### src/rtl/core/ptbr_pkg.sv
// Shared types and constants of the pulse timing byte receiver.
`timescale 1ns / 1ps

package ptbr_pkg;

  // Configuration register indexes
  localparam int unsigned CfgIdxW = 2;
  localparam logic [CfgIdxW-1:0] CFG_MODE      = 2'd0;
  localparam logic [CfgIdxW-1:0] CFG_SHORT_GAP = 2'd1;
  localparam logic [CfgIdxW-1:0] CFG_END_GAP   = 2'd2;

  localparam int unsigned GapW = 20;
  localparam int unsigned TimeW = 32;
  localparam int unsigned CharW = 7;

  // Reset values of the gap registers
  localparam logic [GapW-1:0] SHORT_GAP_RST = 20'd2500;
  localparam logic [GapW-1:0] END_GAP_RST   = 20'd80000;

  // Decoding modes
  localparam logic MODE_TWO_SIGNAL = 1'b0;
  localparam logic MODE_ONE_SIGNAL = 1'b1;

  // Result kinds
  localparam logic KIND_CHAR = 1'b0;
  localparam logic KIND_END  = 1'b1;

  typedef struct packed {
    logic            mode;
    logic [GapW-1:0] short_gap;
    logic [GapW-1:0] end_gap;
  } cfg_t;

  typedef struct packed {
    logic             pulse_kind;
    logic [TimeW-1:0] now_us;
  } pulse_t;

  typedef struct packed {
    logic             kind;
    logic [CharW-1:0] char_code;
    logic             ok;
  } result_t;

endpackage

### src/rtl/core/ptbr_in_stage.sv
// Input register stage holding one pulse word ahead of the decoder.
`timescale 1ns / 1ps

module ptbr_in_stage (
  input  logic            clk_i,
  input  logic            rst_ni,
  input  logic            valid_i,
  output logic            ready_o,
  input  ptbr_pkg::pulse_t item_i,
  input  logic            advance_i,
  output logic            valid_o,
  output ptbr_pkg::pulse_t item_o
);

  logic            valid_q, valid_d;
  ptbr_pkg::pulse_t item_q;

  // Take a new word whenever the held one leaves or none is held
  assign ready_o = !valid_q || advance_i;

  always_comb begin
    valid_d = valid_q;
    if (ready_o) begin
      valid_d = valid_i;
    end
  end

  always_ff @(posedge clk_i or negedge rst_ni) begin
    if (!rst_ni) begin
      valid_q <= 1'b0;
    end else begin
      valid_q <= valid_d;
    end
  end

  // Load payload on accept
  always_ff @(posedge clk_i) begin
    if (ready_o && valid_i) begin
      item_q <= item_i;
    end
  end

  assign valid_o = valid_q;
  assign item_o  = item_q;

  ap_adv_needs_valid: assert property (@(posedge clk_i) disable iff (!rst_ni)
    advance_i |-> valid_q)
    else $error("advance without a held word");

endmodule

### src/rtl/core/ptbr_decode.sv
// Bit decoder: message state and the per-pulse decode step.
`timescale 1ns / 1ps

module ptbr_decode (
  input  logic             clk_i,
  input  logic             rst_ni,
  input  logic             fire_i,
  input  ptbr_pkg::pulse_t  item_i,
  input  ptbr_pkg::cfg_t    cfg_i,
  output logic             res_valid_o,
  output ptbr_pkg::result_t res_o
);

  logic                       started_q, started_d;
  logic [ptbr_pkg::TimeW-1:0] last_q, last_d;
  logic [8:0]                 shift_q, shift_d;
  logic [3:0]                 count_q, count_d;
  logic                       err_q, err_d;

  logic [ptbr_pkg::TimeW-1:0] diff;
  logic [ptbr_pkg::TimeW-1:0] short_ext, end_ext;
  logic [8:0]                 shift_n;
  logic [3:0]                 count_n;
  logic [7:0]                 byte_v;
  logic                       byte_full;
  logic                       finish;

  assign short_ext = {{(ptbr_pkg::TimeW-ptbr_pkg::GapW){1'b0}}, cfg_i.short_gap};
  assign end_ext   = {{(ptbr_pkg::TimeW-ptbr_pkg::GapW){1'b0}}, cfg_i.end_gap};

  // Gap since the last timed pulse; zero for the first pulse of a message
  assign diff = started_q ? (item_i.now_us - last_q) : '0;

  // Decode one pulse
  always_comb begin
    started_d = started_q;
    last_d    = last_q;
    shift_d   = shift_q;
    count_d   = count_q;
    err_d     = err_q;
    shift_n   = shift_q;
    count_n   = count_q + 4'd1;
    byte_v    = '0;
    byte_full = 1'b0;
    finish    = 1'b0;

    if (cfg_i.mode == ptbr_pkg::MODE_TWO_SIGNAL) begin
      if (!item_i.pulse_kind && diff > end_ext) begin
        finish = 1'b1;
      end else begin
        shift_n   = {shift_q[7:0], ~item_i.pulse_kind};
        started_d = 1'b1;
        last_d    = item_i.now_us;
        if (count_n[3]) begin
          byte_full = 1'b1;
          byte_v    = shift_n[7:0];
          count_d   = count_n - 4'd8;
          shift_d   = '0;
        end else begin
          count_d = count_n;
          shift_d = shift_n;
        end
      end
    end else begin
      if (!started_q) begin
        started_d = 1'b1;
        last_d    = item_i.now_us;
        shift_d   = 9'd1;
      end else if (diff < short_ext) begin
        // Second pulse inside the short gap: pending bit becomes a zero
        shift_d = {shift_q[8:1], 1'b0};
      end else if (diff > end_ext) begin
        finish = 1'b1;
      end else begin
        shift_n = {shift_q[7:0], 1'b1};
        last_d  = item_i.now_us;
        if (count_n[3]) begin
          byte_full = 1'b1;
          byte_v    = shift_n[8:1];
          count_d   = count_n - 4'd8;
          shift_d   = {8'd0, shift_n[0]};
        end else begin
          count_d = count_n;
          shift_d = shift_n;
        end
      end
    end

    // Drop all-ones bytes, flag bytes with the top bit set
    if (byte_full && byte_v != 8'hFF && byte_v[7]) begin
      err_d = 1'b1;
    end

    if (finish) begin
      started_d = 1'b0;
      last_d    = '0;
      shift_d   = '0;
      count_d   = '0;
      err_d     = 1'b0;
    end
  end

  // Form the result word
  always_comb begin
    res_valid_o     = 1'b0;
    res_o.kind      = ptbr_pkg::KIND_CHAR;
    res_o.char_code = byte_v[6:0];
    res_o.ok        = 1'b0;
    if (finish) begin
      res_valid_o     = 1'b1;
      res_o.kind      = ptbr_pkg::KIND_END;
      res_o.char_code = '0;
      res_o.ok        = !err_q && (count_q == 4'd0);
    end else if (byte_full && !byte_v[7]) begin
      res_valid_o = 1'b1;
    end
  end

  // Advance message state on each decoded pulse
  always_ff @(posedge clk_i or negedge rst_ni) begin
    if (!rst_ni) begin
      started_q <= 1'b0;
      last_q    <= '0;
      shift_q   <= '0;
      count_q   <= '0;
      err_q     <= 1'b0;
    end else if (fire_i) begin
      started_q <= started_d;
      last_q    <= last_d;
      shift_q   <= shift_d;
      count_q   <= count_d;
      err_q     <= err_d;
    end
  end

  ap_count_range: assert property (@(posedge clk_i) disable iff (!rst_ni)
    count_q < 4'd8)
    else $error("bit count left a full byte unformed");

  ap_end_clears: assert property (@(posedge clk_i) disable iff (!rst_ni)
    fire_i && res_valid_o && res_o.kind == ptbr_pkg::KIND_END
      |=> !started_q && !err_q && count_q == 4'd0)
    else $error("message state not cleared after end");

endmodule

### src/rtl/core/pulse_timing_byte_receiver_top.sv
// Top level of the pulse timing byte receiver: config registers and result register.
//
//   channel  | dir | handshake                 | payload
//   s_axis   | in  | s_axis_tvalid_i/tready_o  | tuser: pulse_kind; tdata: now_us
//   m_axis   | out | m_axis_tvalid_o/tready_i  | tuser: kind; tdata: char_code, ok
//   cfg      | in  | cfg_we_i (no stall)       | cfg_idx_i, cfg_wdata_i
//
// One pulse word per cycle is sustained while m_axis_tready_i holds high; a word waits in the
// input register, and its result, if any, is then written into the result register.
// The decode step between them is combinational: one 32-bit subtract and two compares.
// rst_ni clears the message state and loads the gap registers with their defaults.
// A stalled result register holds the input stage; s_axis_tready_o falls only
// when both stages hold words.
`timescale 1ns / 1ps

module pulse_timing_byte_receiver_top (
  input  logic                           clk_i,
  input  logic                           rst_ni,
  // slave side
  input  logic                           s_axis_tvalid_i,
  output logic                           s_axis_tready_o,
  input  logic [31:0]                    s_axis_tdata_i,  // [31:0] now_us
  input  logic [0:0]                     s_axis_tuser_i,  // [0] pulse_kind
  // master side
  output logic                           m_axis_tvalid_o,
  input  logic                           m_axis_tready_i,
  output logic [7:0]                     m_axis_tdata_o,  // [6:0] char_code, [7] ok
  output logic [0:0]                     m_axis_tuser_o,  // [0] kind
  // configuration
  input  logic                           cfg_we_i,
  input  logic [ptbr_pkg::CfgIdxW-1:0]   cfg_idx_i,
  input  logic [ptbr_pkg::GapW-1:0]      cfg_wdata_i
);

  ptbr_pkg::cfg_t    cfg_q, cfg_d;
  ptbr_pkg::pulse_t  in_item, hold_item;
  ptbr_pkg::result_t res, out_q;
  logic              hold_valid, advance, res_valid;
  logic              out_valid_q, out_valid_d;

  // Write configuration registers
  always_comb begin
    cfg_d = cfg_q;
    if (cfg_we_i) begin
      unique case (cfg_idx_i)
        ptbr_pkg::CFG_MODE:      cfg_d.mode      = cfg_wdata_i[0];
        ptbr_pkg::CFG_SHORT_GAP: cfg_d.short_gap = cfg_wdata_i;
        ptbr_pkg::CFG_END_GAP:   cfg_d.end_gap   = cfg_wdata_i;
        default:                 cfg_d           = cfg_q;
      endcase
    end
  end

  always_ff @(posedge clk_i or negedge rst_ni) begin
    if (!rst_ni) begin
      cfg_q.mode      <= ptbr_pkg::MODE_TWO_SIGNAL;
      cfg_q.short_gap <= ptbr_pkg::SHORT_GAP_RST;
      cfg_q.end_gap   <= ptbr_pkg::END_GAP_RST;
    end else begin
      cfg_q <= cfg_d;
    end
  end

  assign in_item.pulse_kind = s_axis_tuser_i[0];
  assign in_item.now_us     = s_axis_tdata_i;

  ptbr_in_stage u_in (
    .clk_i     (clk_i),
    .rst_ni    (rst_ni),
    .valid_i   (s_axis_tvalid_i),
    .ready_o   (s_axis_tready_o),
    .item_i    (in_item),
    .advance_i (advance),
    .valid_o   (hold_valid),
    .item_o    (hold_item)
  );

  // Decode the held word when the result register is free or draining
  assign advance = hold_valid && (!out_valid_q || m_axis_tready_i);

  ptbr_decode u_dec (
    .clk_i       (clk_i),
    .rst_ni      (rst_ni),
    .fire_i      (advance),
    .item_i      (hold_item),
    .cfg_i       (cfg_q),
    .res_valid_o (res_valid),
    .res_o       (res)
  );

  // Result register
  always_comb begin
    out_valid_d = out_valid_q;
    if (advance) begin
      out_valid_d = res_valid;
    end else if (m_axis_tready_i) begin
      out_valid_d = 1'b0;
    end
  end

  always_ff @(posedge clk_i or negedge rst_ni) begin
    if (!rst_ni) begin
      out_valid_q <= 1'b0;
    end else begin
      out_valid_q <= out_valid_d;
    end
  end

  always_ff @(posedge clk_i) begin
    if (advance && res_valid) begin
      out_q <= res;
    end
  end

  assign m_axis_tvalid_o   = out_valid_q;
  assign m_axis_tdata_o    = {out_q.ok, out_q.char_code};
  assign m_axis_tuser_o[0] = out_q.kind;

  ap_stall_blocks: assert property (@(posedge clk_i) disable iff (!rst_ni)
    out_valid_q && !m_axis_tready_i |-> !advance)
    else $error("decoder advanced into a stalled result register");

  ap_result_lands: assert property (@(posedge clk_i) disable iff (!rst_ni)
    advance && res_valid |=> out_valid_q)
    else $error("decoded result lost");

endmodule
### config.mk
export PLATFORM = sky130hd
export DESIGN_NAME = pulse_timing_byte_receiver_top
export DESIGN_NICKNAME = d
export VERILOG_FILES = /design/src/rtl/core/ptbr_pkg.sv /design/src/rtl/core/ptbr_in_stage.sv /design/src/rtl/core/ptbr_decode.sv /design/src/rtl/core/pulse_timing_byte_receiver_top.sv
export SDC_FILE = /design/constraint.sdc
export NUM_CORES = 1
export LEC_CHECK = 0
export ABC_CLOCK_PERIOD_IN_PS = 12460
export CELL_PAD_IN_SITES_DETAIL_PLACEMENT = 1
export CELL_PAD_IN_SITES_GLOBAL_PLACEMENT = 1
export CORE_UTILIZATION = 55
export CTS_CLUSTER_DIAMETER = 30
export DETAILED_ROUTE_END_ITERATION = 16
export DONT_BUFFER_PORTS = 1
export PLACE_DENSITY = 0.95
export SYNTH_ARGS = -nofsm -noshare
export SYNTH_HDL_FRONTEND = slang
export SYNTH_HIERARCHICAL = 1
export SYNTH_SLANG_ARGS = --single-unit
### constraint.sdc
create_clock -name clk_i -period 12.46 [get_ports clk_i]
set_input_delay 0.623 -clock clk_i [delete_from_list [all_inputs] [get_ports clk_i]]
set_output_delay 0.623 -clock clk_i [all_outputs]
set_load 0.01 [all_outputs]
==> metrics <==
status=finished clean; Worst Path Arrival=6440 ps; Hold Crit Class=primary input to asynchronous set/reset pin; H-tree Lvls=4; router iterations before antenna repair=5; Starting Density=between 50% and 60%; Post-synth EDFFs=between 40 and 50; crit end category=flip-flop; Mapped Avg Cell Area=~10 µm²; Max VDD drop=0.143 mV; CP required=between 10000 and 15000 ps; Fill cells=approximately 1.5k; cts bufs inserted=17; vias after detailed routing=6341; Routed WL per cell=between 20 and 25 µm; layout cells sized above 1=14.3%; YS warnings=6; clk buf depth=2; r2r setup slk=6080 ps; Hold Vio Cnt, Final=0; Top FF cell, synth=dfrtp_1; hpwl dp=roughly 16 mm; post-route antenna net violation count=0; max-capacitance violation count=0; drt total wl=between 20 and 25 mm; fmax=0.157 GHz; GPL Wtd Cong=between 0.9 and 1; Residual DRC=0; fin util=approximately three fifths; clock slew at reported path FFs=around 60 ps; Total Nets Final=922; Worst Clk Skew=roughly 11 ps; post-synth cell types=81; CTS sink cnt=130; final worst slack=around 6100 ps; leakage power=roughly 3.8 nW; commonest non-fill, non-tap cell in the layout=inv_1; Die Wd=124 µm; critical path class=flip-flop to flip-flop; clk_lat worst skew=roughly 440 ps; I/O pin cnt=between 70 and 80; Seq/Total Area, Yosys=around 43%; Synth async-reset ratio=between 60 and 70%; vias per inst=6.41; Mapped Cells=roughly 790; row cnt=between 40 and 50; post-CTS sizing=0; root buffer cell=clkbuf_16; first-pass GRT wire length=between 30 and 40 mm; Reg area=~3500 µm²; Fin Setup TNS=0 ps; synthesized cell area=a little over 8000 µm²; FF+latch count, synth=130; initial detailed-routing violation count=approximately 440; Worst R2R Path Depth=24; port bufs=0; CTS tree=done; Final Max Slew Viols=0; Slew HR=~22%; initial antenna violation count=2; Cell Pwr Density=293 nW/µm²; Die ar.=15300 µm²; largest net degree at the start of global routing=79; GRT Total Usage=around 32%; most frequent cells in the layout=83 x inv_1, 78 x dfrtp_1, 70 x ha_1; Least-Margin Pin Slew=1140 ps; syn_nets=925; GRT overflow=0; final worst-path cycle share=around half; vias in the first global route=6872; final setup vio count=0; height of the die=roughly 120 µm; total core area=14500 µm²; Worst Path Max Fanout=9; RSZ-0062 raised after global routing=no; multi-input logic area=approximately 4200 µm²; Critical Path Source Type=flip-flop; synthesis-to-finish area growth=9.04%; Fin Hold WS=between 20 and 25 ps; Final min period=~6400 ps; DP Worst Slack=6420 ps
[flip-flops by register name, summed over array words and instances (netlist names)]
register,flops
cfg_q,41
m_axis_tdata_o,8
m_axis_tuser_o,1
m_axis_tvalid_o,1
u_dec/count_q,3
u_dec/err_q,1
u_dec/last_q,32
u_dec/shift_q,8
u_dec/started_q,1
u_in/item_o,33
u_in/valid_o,1
[power by group]
part	internal (mW)	switching (mW)	total, mW
clock	0.305	0.203	0.508
sequential	0.569	0.0975	0.666
combinational	0.536	0.886	1.42
[layout make-up]
| type | instances | share of cell area, % |
|---|---|---|
| clock inverters | 12 | 1.45 |
| clock buffers | 20 | 5.15 |
| repair buffers | 4 | 0.621 |
| multi-input cells | 554 | 47.4 |
| well taps | 184 | 2.60 |
| flip-flops and latches | 130 | 39.2 |
| inverters | 84 | 3.55 |
| diodes | 1 | 0.0282 |
[kinds of logic after synthesis]
logic type / synth area share (%)
xor gates and xnor gates: 2.37
AOI/OAI and AO/OA: 18.1
buffers and inverters: 5.61
muxes: 6.57
adders and majority gates: 11.0
and+or+nand+nor: 13.6
DFF: 42.7
[metrics by stage]
stage / instance area [µm²] / power [mW] / std cells
global placement: 8240 / 1.92 / 953
floorplan: 8140 / 1.65 / 794
detailed placement: 8240 / 2.00 / 953
global route: 8870 / 2.76 / 989
finish: 8870 / 2.60 / 989
CTS: 8850 / 2.57 / 986
[Yosys cell counts (10+ instances only)]
| library cell | count | area share (%) |
|---|---|---|
| nand2_1 | 58 | 2.7 |
| xnor2_1 | 13 | 1.4 |
| dfstp_2 | 10 | 3.2 |
| nand3_1 | 12 | 0.74 |
| a21o_1 | 12 | 1.1 |
| dfrtp_1 | 78 | 24 |
| o21ai_1 | 10 | 0.62 |
| mux2_2 | 43 | 6.0 |
| nand4_1 | 15 | 1.2 |
| and2_1 | 17 | 1.3 |
| a22o_1 | 42 | 4.5 |
| clkbuf_1 | 13 | 0.60 |
| a21oi_1 | 53 | 3.3 |
| nor2_1 | 40 | 1.8 |
| o21ai_0 | 27 | 1.7 |
| ha_1 | 70 | 11 |
| edfxtp_1 | 42 | 16 |
| inv_1 | 83 | 3.8 |
[what timing repair did]
action	4_1_cts	5_1_grt
setup buffers	0	0
endpoints found under the hold margin	78	6
hold buffers	1	2
[metal layers]
layer / vias up / routed length [µm] / GRT usage [%]
met5: - / 13 / 0
met4: 2 / 852 / 14.4
met3: 77 / 1180 / 9.39
met2: 210 / 11500 / 54.7
met1: 3181 / 9670 / 37.5
li1: 2871 / - / -
[worst max-delay path, cell delays in order (launching register included)]
cell and delay (ps):
edfxtp_1 390, inv_1 70, ha_1 160, inv_1 50, fa_1 430, a211oi_2 300, o21ai_2 130, a31oi_1 290
o21ai_0 200, xor2_1 200, and2_1 200, ha_1 310, nand4_1 140, nor4_1 520, o21ai_0 190, a31oi_1 300
o211ai_1 160, nand4b_2 240, inv_1 120, nor2_1 150, o221ai_1 200, o21a_2 280, o21ai_0 130, nand2_1 130
nor2b_1 690
[path summary, 6_finish.rpt]
kind | end | startpoint
max in group asynchronous | cfg_q[13]$_DFFE_PN1P_ | rst_ni
max | m_axis_tdata_o[7]$_DFFE_PP_ | u_in/item_o[0]$_DFFE_PP_
max reg2reg | m_axis_tdata_o[7]$_DFFE_PP_ | u_in/item_o[0]$_DFFE_PP_
min reg2reg | u_dec/last_q[25]$_DFFE_PN0P_ | u_dec/last_q[25]$_DFFE_PN0P_
min in group clk_i | u_in/item_o[2]$_DFFE_PP_ | s_axis_tdata_i[2]
min | cfg_q[12]$_DFFE_PN1P_ | rst_ni
No activity file was read; power rests on OpenSTA's default activity.
